--- src/rtl/mcr_pkg.sv ---
// shared widths, command codes and inter-module types for the midpoint circle rasterizer
package mcr_pkg;

    localparam int COORD_W    = 11;                 // input coordinate width
    localparam int DIFF_W     = COORD_W + 1;        // edge minus centre
    localparam int SQ_W       = 2 * DIFF_W - 1;     // sum of two squares
    localparam int ROOT_W     = SQ_W + 1;           // root and trial width in the sqrt unit
    localparam int RAD_W      = 12;                 // radius width
    localparam int POS_W      = RAD_W + 1;          // signed x and y of the walk
    localparam int DEC_W      = 16;                 // decision variable, wraps
    localparam int PT_W       = 13;                 // emitted point coordinate
    localparam int OCT_W      = 3;                  // octant index
    localparam int SQRT_STEPS = (SQ_W + 1) / 2;     // one root bit per step
    localparam int ITER_W     = $clog2(SQRT_STEPS);

    localparam logic [OCT_W-1:0] OCT_LAST = 3'd7;

    localparam logic signed [DEC_W-1:0] DEC_INIT    = 16'sd3;
    localparam logic signed [DEC_W-1:0] DEC_INC_NEG = 16'sd6;
    localparam logic signed [DEC_W-1:0] DEC_INC_POS = 16'sd10;

    localparam logic CMD_START = 1'b0;
    localparam logic CMD_STEP  = 1'b1;

    typedef struct packed {
        logic                       command;
        logic signed [COORD_W-1:0]  cx;
        logic signed [COORD_W-1:0]  cy;
        logic        [SQ_W-1:0]     sq;
    } t_cmd_entry;

    typedef struct packed {
        logic empty;
        logic full;
    } t_queue_stat;

endpackage

--- src/rtl/mcr_front.sv ---
// front end: takes input words, forms edge offsets and the squared radius
module mcr_front import mcr_pkg::*; (
    input  logic                       i_clk,
    input  logic                       i_rst_n,
    input  logic                       i_valid,
    output logic                       o_stall,
    input  logic                       i_command,
    input  logic signed [COORD_W-1:0]  i_center_x,
    input  logic signed [COORD_W-1:0]  i_center_y,
    input  logic signed [COORD_W-1:0]  i_edge_x,
    input  logic signed [COORD_W-1:0]  i_edge_y,
    input  t_queue_stat                i_q_stat,
    output logic                       o_push,
    output t_cmd_entry                 o_entry
);

    logic                       r_valid;
    logic                       r_command;
    logic signed [COORD_W-1:0]  r_cx;
    logic signed [COORD_W-1:0]  r_cy;
    logic signed [DIFF_W-1:0]   r_dx;
    logic signed [DIFF_W-1:0]   r_dy;

    logic                       accept;
    logic signed [2*DIFF_W-1:0] sq_x;
    logic signed [2*DIFF_W-1:0] sq_y;
    logic        [SQ_W-1:0]     sq_sum;

    assign o_push  = r_valid && !i_q_stat.full;
    assign o_stall = r_valid && !o_push;
    assign accept  = i_valid && !o_stall;

    always_ff @(posedge i_clk) begin
        if (!i_rst_n) begin
            r_valid <= 1'b0;
        end else if (accept) begin
            r_valid <= 1'b1;
        end else if (o_push) begin
            r_valid <= 1'b0;
        end
    end

    always_ff @(posedge i_clk) begin
        if (accept) begin
            r_command <= i_command;
            r_cx      <= i_center_x;
            r_cy      <= i_center_y;
            r_dx      <= DIFF_W'(i_edge_x) - DIFF_W'(i_center_x);
            r_dy      <= DIFF_W'(i_edge_y) - DIFF_W'(i_center_y);
        end
    end

    // squared distance, always non-negative and below 2^SQ_W
    assign sq_x   = r_dx * r_dx;
    assign sq_y   = r_dy * r_dy;
    assign sq_sum = SQ_W'($unsigned(sq_x) + $unsigned(sq_y));

    always_comb begin
        o_entry.command = r_command;
        o_entry.cx      = r_cx;
        o_entry.cy      = r_cy;
        o_entry.sq      = sq_sum;
    end

endmodule

--- src/rtl/mcr_queue.sv ---
// small command fifo between front and back end
module mcr_queue import mcr_pkg::*; #(
    parameter int DEPTH = 2
) (
    input  logic        i_clk,
    input  logic        i_rst_n,
    input  logic        i_push,
    input  t_cmd_entry  i_entry,
    input  logic        i_pop,
    output t_cmd_entry  o_entry,
    output t_queue_stat o_stat
);

    localparam int PTR_W = (DEPTH > 1) ? $clog2(DEPTH) : 1;
    localparam int CNT_W = $clog2(DEPTH + 1);

    t_cmd_entry       r_mem [DEPTH];
    logic [PTR_W-1:0] r_wr_ptr;
    logic [PTR_W-1:0] r_rd_ptr;
    logic [CNT_W-1:0] r_count;

    logic [PTR_W-1:0] n_wr_ptr;
    logic [PTR_W-1:0] n_rd_ptr;

    assign n_wr_ptr = (r_wr_ptr == PTR_W'(DEPTH - 1)) ? '0 : r_wr_ptr + 1'b1;
    assign n_rd_ptr = (r_rd_ptr == PTR_W'(DEPTH - 1)) ? '0 : r_rd_ptr + 1'b1;

    always_ff @(posedge i_clk) begin
        if (!i_rst_n) begin
            r_wr_ptr <= '0;
            r_rd_ptr <= '0;
            r_count  <= '0;
        end else begin
            if (i_push) begin
                r_wr_ptr <= n_wr_ptr;
            end
            if (i_pop) begin
                r_rd_ptr <= n_rd_ptr;
            end
            case ({i_push, i_pop})
                2'b10:   r_count <= r_count + 1'b1;
                2'b01:   r_count <= r_count - 1'b1;
                default: r_count <= r_count;
            endcase
        end
    end

    always_ff @(posedge i_clk) begin
        if (i_push) begin
            r_mem[r_wr_ptr] <= i_entry;
        end
    end

    assign o_entry      = r_mem[r_rd_ptr];
    assign o_stat.empty = (r_count == '0);
    assign o_stat.full  = (r_count == CNT_W'(DEPTH));

endmodule

--- src/rtl/mcr_back.sv ---
// back end: radius square root, midpoint walk and eight-point emission
module mcr_back import mcr_pkg::*; (
    input  logic                      i_clk,
    input  logic                      i_rst_n,
    input  t_cmd_entry                i_entry,
    input  t_queue_stat               i_q_stat,
    output logic                      o_pop,
    output logic                      o_valid,
    input  logic                      i_stall,
    output logic signed [PT_W-1:0]    o_point_x,
    output logic signed [PT_W-1:0]    o_point_y,
    output logic        [OCT_W-1:0]   o_octant,
    output logic                      o_last_of_step,
    output logic                      o_circle_done
);

    localparam logic [1:0] ST_IDLE = 2'd0;
    localparam logic [1:0] ST_SQRT = 2'd1;
    localparam logic [1:0] ST_EMIT = 2'd2;

    logic [1:0]                r_state;
    logic                      r_active;
    logic signed [POS_W-1:0]   r_cur_x;
    logic signed [POS_W-1:0]   r_cur_y;
    logic signed [DEC_W-1:0]   r_decision;
    logic signed [COORD_W-1:0] r_cx;
    logic signed [COORD_W-1:0] r_cy;

    logic [ROOT_W-1:0]         r_n;
    logic [ROOT_W-1:0]         r_root;
    logic [ROOT_W-1:0]         r_bit;
    logic [ITER_W-1:0]         r_iter;

    logic signed [POS_W-1:0]   r_ex;
    logic signed [POS_W-1:0]   r_ey;
    logic                      r_done;
    logic [OCT_W-1:0]          r_oct;

    logic                      r_out_valid;
    logic signed [PT_W-1:0]    r_pt_x;
    logic signed [PT_W-1:0]    r_pt_y;
    logic [OCT_W-1:0]          r_out_oct;
    logic                      r_out_last;
    logic                      r_out_done;

    // sqrt step
    logic [ROOT_W-1:0]         trial;
    logic                      take;
    logic [ROOT_W-1:0]         n_n;
    logic [ROOT_W-1:0]         n_root;
    logic [RAD_W-1:0]          radius;

    // walk update
    logic signed [DEC_W-1:0]   x_ext;
    logic signed [DEC_W-1:0]   y_ext;
    logic signed [DEC_W-1:0]   n_decision;
    logic signed [POS_W-1:0]   n_cur_x;
    logic signed [POS_W-1:0]   n_cur_y;
    logic                      step_done;

    // emission
    logic                      load_out;
    logic                      emit_now;
    logic signed [POS_W-1:0]   off_x;
    logic signed [POS_W-1:0]   off_y;

    assign o_pop = (r_state == ST_IDLE) && !i_q_stat.empty;

    assign trial  = r_root + r_bit;
    assign take   = (r_n >= trial);
    assign n_n    = take ? (r_n - trial) : r_n;
    assign n_root = take ? ((r_root >> 1) + r_bit) : (r_root >> 1);
    assign radius = n_root[RAD_W-1:0];

    assign x_ext = DEC_W'(r_cur_x);
    assign y_ext = DEC_W'(r_cur_y);

    always_comb begin
        n_cur_x = r_cur_x + POS_W'(1);
        if (r_decision < 0) begin
            n_decision = r_decision + (x_ext <<< 2) + DEC_INC_NEG;
            n_cur_y    = r_cur_y;
        end else begin
            n_decision = r_decision + ((x_ext - y_ext) <<< 2) + DEC_INC_POS;
            n_cur_y    = r_cur_y - POS_W'(1);
        end
        step_done = (n_cur_x > n_cur_y);
    end

    always_ff @(posedge i_clk) begin
        if (!i_rst_n) begin
            r_state    <= ST_IDLE;
            r_active   <= 1'b0;
            r_cur_x    <= '0;
            r_cur_y    <= '0;
            r_decision <= '0;
            r_cx       <= '0;
            r_cy       <= '0;
            r_iter     <= '0;
            r_oct      <= '0;
        end else begin
            case (r_state)
                ST_IDLE: begin
                    if (o_pop) begin
                        if (i_entry.command == CMD_START) begin
                            r_cx    <= i_entry.cx;
                            r_cy    <= i_entry.cy;
                            r_iter  <= '0;
                            r_state <= ST_SQRT;
                        end else if (r_active) begin
                            r_decision <= n_decision;
                            r_cur_x    <= n_cur_x;
                            r_cur_y    <= n_cur_y;
                            if (step_done) begin
                                r_active <= 1'b0;
                            end
                            r_oct   <= '0;
                            r_state <= ST_EMIT;
                        end
                    end
                end
                ST_SQRT: begin
                    r_iter <= r_iter + 1'b1;
                    if (r_iter == ITER_W'(SQRT_STEPS - 1)) begin
                        r_cur_x    <= '0;
                        r_cur_y    <= $signed({1'b0, radius});
                        r_decision <= DEC_INIT - $signed(DEC_W'({radius, 1'b0}));
                        r_active   <= 1'b1;
                        r_state    <= ST_IDLE;
                    end
                end
                ST_EMIT: begin
                    if (load_out) begin
                        r_oct <= r_oct + 1'b1;
                        if (r_oct == OCT_LAST) begin
                            r_state <= ST_IDLE;
                        end
                    end
                end
                default: begin
                    r_state <= ST_IDLE;
                end
            endcase
        end
    end

    // sqrt datapath and the x,y captured for a step
    always_ff @(posedge i_clk) begin
        if (r_state == ST_IDLE && o_pop) begin
            r_n    <= ROOT_W'(i_entry.sq);
            r_root <= '0;
            r_bit  <= ROOT_W'(1) << (2 * (SQRT_STEPS - 1));
            r_ex   <= r_cur_x;
            r_ey   <= r_cur_y;
            r_done <= step_done;
        end else if (r_state == ST_SQRT) begin
            r_n    <= n_n;
            r_root <= n_root;
            r_bit  <= r_bit >> 2;
        end
    end

    assign emit_now = (r_state == ST_EMIT);
    assign load_out = !r_out_valid || !i_stall;

    always_comb begin
        case (r_oct)
            3'd0:    begin off_x =  r_ex; off_y =  r_ey; end
            3'd1:    begin off_x =  r_ex; off_y = -r_ey; end
            3'd2:    begin off_x = -r_ex; off_y =  r_ey; end
            3'd3:    begin off_x = -r_ex; off_y = -r_ey; end
            3'd4:    begin off_x =  r_ey; off_y =  r_ex; end
            3'd5:    begin off_x =  r_ey; off_y = -r_ex; end
            3'd6:    begin off_x = -r_ey; off_y =  r_ex; end
            default: begin off_x = -r_ey; off_y = -r_ex; end
        endcase
    end

    always_ff @(posedge i_clk) begin
        if (!i_rst_n) begin
            r_out_valid <= 1'b0;
        end else if (load_out) begin
            r_out_valid <= emit_now;
        end
    end

    always_ff @(posedge i_clk) begin
        if (load_out && emit_now) begin
            r_pt_x     <= PT_W'(r_cx) + PT_W'(off_x);
            r_pt_y     <= PT_W'(r_cy) + PT_W'(off_y);
            r_out_oct  <= r_oct;
            r_out_last <= (r_oct == OCT_LAST);
            r_out_done <= (r_oct == OCT_LAST) && r_done;
        end
    end

    assign o_valid        = r_out_valid;
    assign o_point_x      = r_pt_x;
    assign o_point_y      = r_pt_y;
    assign o_octant       = r_out_oct;
    assign o_last_of_step = r_out_last;
    assign o_circle_done  = r_out_done;

endmodule

--- src/rtl/midpoint_circle_rasterizer_core.sv ---
// midpoint circle rasterizer: step word emits eight points, start word sets up a circle
// a start is registered in the front stage, passes the fifo, is popped, then runs the square root
// a step word is popped, then its eight points leave one a cycle from the single output
// register while the receiver does not stall; a start holds the back end through the sqrt
// the back end handles one command word at a time; the fifo lets the front keep taking words
// reset: synchronous active low, clears the fifo, output valid and the circle state
module midpoint_circle_rasterizer_core import mcr_pkg::*; #(
    parameter int QUEUE_DEPTH = 2
) (
    input  logic                      i_clk,
    input  logic                      i_rst_n,
    // command words
    input  logic                      i_valid,
    output logic                      o_stall,
    input  logic                      i_command,
    input  logic signed [COORD_W-1:0] i_center_x,
    input  logic signed [COORD_W-1:0] i_center_y,
    input  logic signed [COORD_W-1:0] i_edge_x,
    input  logic signed [COORD_W-1:0] i_edge_y,
    // point words
    output logic                      o_valid,
    input  logic                      i_stall,
    output logic signed [PT_W-1:0]    o_point_x,
    output logic signed [PT_W-1:0]    o_point_y,
    output logic        [OCT_W-1:0]   o_octant,
    output logic                      o_last_of_step,
    output logic                      o_circle_done
);

    // front to fifo
    logic        push;
    t_cmd_entry  push_entry;
    // fifo to back
    logic        pop;
    t_cmd_entry  pop_entry;
    t_queue_stat q_stat;

    // front: registers the word and forms the squared edge distance
    mcr_front u_front (
        .i_clk      (i_clk),
        .i_rst_n    (i_rst_n),
        .i_valid    (i_valid),
        .o_stall    (o_stall),
        .i_command  (i_command),
        .i_center_x (i_center_x),
        .i_center_y (i_center_y),
        .i_edge_x   (i_edge_x),
        .i_edge_y   (i_edge_y),
        .i_q_stat   (q_stat),
        .o_push     (push),
        .o_entry    (push_entry)
    );

    // decouples the front from a back end busy emitting points
    mcr_queue #(
        .DEPTH (QUEUE_DEPTH)
    ) u_queue (
        .i_clk   (i_clk),
        .i_rst_n (i_rst_n),
        .i_push  (push),
        .i_entry (push_entry),
        .i_pop   (pop),
        .o_entry (pop_entry),
        .o_stat  (q_stat)
    );

    // back: iterative sqrt on start, midpoint update and point emission on step
    // a step with no circle in progress is dropped without output
    mcr_back u_back (
        .i_clk          (i_clk),
        .i_rst_n        (i_rst_n),
        .i_entry        (pop_entry),
        .i_q_stat       (q_stat),
        .o_pop          (pop),
        .o_valid        (o_valid),
        .i_stall        (i_stall),
        .o_point_x      (o_point_x),
        .o_point_y      (o_point_y),
        .o_octant       (o_octant),
        .o_last_of_step (o_last_of_step),
        .o_circle_done  (o_circle_done)
    );

endmodule

--- config.mk ---
export PLATFORM = sky130hd
export DESIGN_NAME = midpoint_circle_rasterizer_core
export DESIGN_NICKNAME = d
export VERILOG_FILES = /design/src/rtl/mcr_pkg.sv /design/src/rtl/mcr_front.sv /design/src/rtl/mcr_queue.sv /design/src/rtl/mcr_back.sv /design/src/rtl/midpoint_circle_rasterizer_core.sv
export SDC_FILE = /design/constraint.sdc
export NUM_CORES = 2
export LEC_CHECK = 0
export ABC_AREA = 1
export BUFFER_PORTS_ARGS = -buffer_cell sky130_fd_sc_hd__buf_4
export CAP_MARGIN = 10
export CORE_MARGIN = 2
export CORE_UTILIZATION = 35
export CTS_CLUSTER_SIZE = 14
export DETAILED_ROUTE_END_ITERATION = 7
export PLACE_DENSITY = 0.47
export SLEW_MARGIN = 20
export SYNTH_ARGS = -nofsm -noshare
export SYNTH_HDL_FRONTEND = slang
export SYNTH_SLANG_ARGS = --single-unit
--- constraint.sdc ---
create_clock -name i_clk -period 19 [get_ports i_clk]
set_clock_uncertainty 0.1 [all_clocks]
set_input_delay 1.9 -clock i_clk [delete_from_list [all_inputs] [get_ports i_clk]]
set_output_delay 1.9 -clock i_clk [all_outputs]
set_load 0.005 [all_outputs]
==> impl_metrics.yaml <==
run_status:
  outcome: "complete, no violations"
timing:
  slew_violations: 0
  rsz0062_at_grt: "false"
  setup_viol: 0
  hold_viol_final: 0
  max_freq_ghz: 0.1422
  slew_headroom_pct: 36.96
  hold_ws_ns: 0.3289
  finalCritPeriodShare_pct: 37.02
  tightest_slew_ns: 0.9414
  min_period_ns: 7.033
  setup_tns_ns: 0
yosys:
  yosys.area_share.xor_xnor_pct: 5.557
  synthTopCellsByArea: "edfxtp_1, fa_1, ha_1, inv_1, nand2_1"
  synthSimpleGateAreaFrac_pct: 14.71
  synthMuxAreaShare_pct: 0
  synth-edff-count: 220
  ys_ff_latch: 337
  ys.flop_type: "edfxtp_1"
  synth_top_area_share_pct: 21.60
  avgSynthCellArea_um2: 8.621
  ys_seq_area_share_pct: 29.26
  synth_top_family_by_area: "adder cells"
  synth_area_mm2: 0.03058
  synthAdderAreaFrac_pct: 29.36
  synth-async-reset-ratio_pct: 0
  synth_compound_area_share_pct: 11.08
  synth_most_common_cell: "inv_1"
  synth_warnings: 0
  yosysUniqueCellTypes: 61
  yosysTopAreaCell: "edfxtp_1"
  syn_inst: 3547
  syn_nets: 4148
  synthTopCellsByCount: "inv_1, nand2_1, fa_1, ha_1, a21oi_1"
floorplanning:
  start_util_pct: 35.30
  chipHeight_um: 299.6
  die_x_um: 299.6
  io_pins: 82
  core_area_mm2: 0.08662
  die_area_mm2: 0.08975
  rows: 108
finish:
  synthToLayoutAreaGrowth_pct: 10.77
  finalNonFillerCells: 4791
  drive_gt1_share_pct: 6.109
  fin_util_pct: 39.10
  nets: 4202
  nFillCells: 8884
setup_path:
  crit_fanout: 16
  end_kind: "flip-flop"
  crit_end: "u_queue.r_mem[0][20]"
  crit_required_ns: 19.20
  reg2reg_slack_ns: 11.97
  worstPathArrival_ns: 7.23
  setup.worst_path.start: "u_front.r_dx[11]"
  crit_type: "reg2reg"
  worstReg2RegStart: "u_front.r_dx[11]"
  r2r_end: "u_queue.r_mem[0][20]"
  start_kind: "flip-flop"
  reg2reg_depth: 22
routing:
  first_pass_iters: 5
  vias_per_cell: 4.743
  antenna_left: 0
  drc: 0
  first_iter_violations: 1257
  wl_per_cell_um: 16.53
  routed_wl_um: 79200
  vias: 22730
clock_network:
  worst_skew_pair.late_latency_ns: 0.57
  cts_buffer_depth: 3
  htreeDepth: 2
  cts_buffers: 41
  cts_setup_buffers: 0
  cts-root-buf: "clkbuf_16"
  ctsHoldBuffers: 0
  post_cts_resize_count: 0
  cts_tree: "done"
  cts.reportedPaths.clkPinSlew_ns: 0.06
  cts_sinks: 337
global_routing:
  grt_max_degree: 51
  grt_antenna_before_repair: 4
  track_usage_pct: 18.21
  grt_pass1_wl_um: 129300
  gr-total-overflow: 0
  grt_pass1_vias: 23390
placement:
  io_buffers: 81
  dp_cells: 4712
  dp_hpwl_um: 62060
  gp_congestion: 0.8532
min_path:
  hp-class: "reg2reg"
flow_run:
  maxCapViolCount: 0
## worst max-delay path, stage by stage (launching register included)
cell      delay (ns)
edfxtp_1        0.74
inv_1           0.29
or2_2           0.35
fa_1            0.50
fa_1            0.55
inv_1           0.05
fa_1            0.50
fa_1            0.56
fa_1            0.42
fa_1            0.49
inv_1           0.05
fa_1            0.47
inv_1           0.04
ha_1            0.33
a21oi_1         0.20
a21boi_0        0.32
o21ai_0         0.20
nand2_1         0.13
nor2_1          0.05
nor2_1          0.18
o21ai_0         0.11
nand2_1         0.07
nand2_1         0.07
## cells in the final DEF (no fill, tap or decap), types with 116 or more instances in the layout
cell type / count
a21oi_1: 243
dfxtp_1: 116
edfxtp_1: 220
fa_1: 276
ha_1: 276
inv_1: 711
nand2_1: 709
nor2_1: 141
o21ai_0: 148
xor2_1: 126
## layer usage
metal  part of all wire, %  vias to the layer above  GRT usage, %
met2                    49                      350         31.78
met3                   3.7                       75         2.131
li1                      -                    11510             -
met1                    46                    10790         24.42
met4                   1.7                        2         3.405
met5                 0.016                        -             0
## through the flow
step | area (um2) | worst slack [ns]
after global routing | 33870 | 11.41
final | 33870 | 11.97
after global placement | 32440 | 12.02
after CTS | 33840 | 11.91
after floorplan | 30580 | 12.60
after detailed placement | 32440 | 11.94
## worst min-delay path by stage
stage / from / to / cells past startpoint
after detailed placement: u_front.r_cy[6] / u_queue.r_mem[0][29] / 0
after global routing: u_front.r_cx[1] / u_queue.r_mem[0][35] / 0
after floorplan: u_front.r_cy[0] / u_queue.r_mem[0][23] / 0
after CTS: u_front.r_cx[1] / u_queue.r_mem[0][35] / 0
after global placement: u_front.r_cy[6] / u_queue.r_mem[1][29] / 0
final: u_front.r_cx[1] / u_queue.r_mem[1][35] / 0
## registers in the layout, summed over array words and instances, names as in the netlist, 2 cells and up, named ones only
name,flops
u_queue.r_mem,92
u_back.r_n,24
u_back.r_root,24
u_back.r_decision,15
u_back.o_point_x,13
u_back.o_point_y,13
u_back.r_cur_x,13
u_back.r_cur_y,13
u_back.r_ex,13
u_back.r_ey,13
u_back.r_bit,12
u_front.r_dx,12
u_front.r_dy,12
u_back.r_cx,11
u_back.r_cy,11
u_front.r_cx,11
u_front.r_cy,11
u_back.r_iter,4
u_back.o_octant,3
u_back.r_oct,3
u_back.r_state,2
u_queue.r_count,2
## cell families after synthesis
family | after synthesis
AOI/OAI and AO/OA | 581
and+or+nand+nor | 1074
adders and majority gates | 552
xor gates and xnor gates | 194
DFF | 337
buffers and inverters | 809
## layout make-up
class	count	area, um2	area share (%)
antenna	2	5.005	0.01478
inverter	722	2710	8.001
multi-input combinational	2401	18610	54.93
clock buffer	54	1137	3.358
sequential	337	8950	26.42
clock inverter	22	261.5	0.7721
tap	1155	1445	4.267
timing repair buffer	98	755.7	2.231
Power is not shown: default switching activity piles up to over one toggle a cycle in this logic, so the estimate is an artifact.
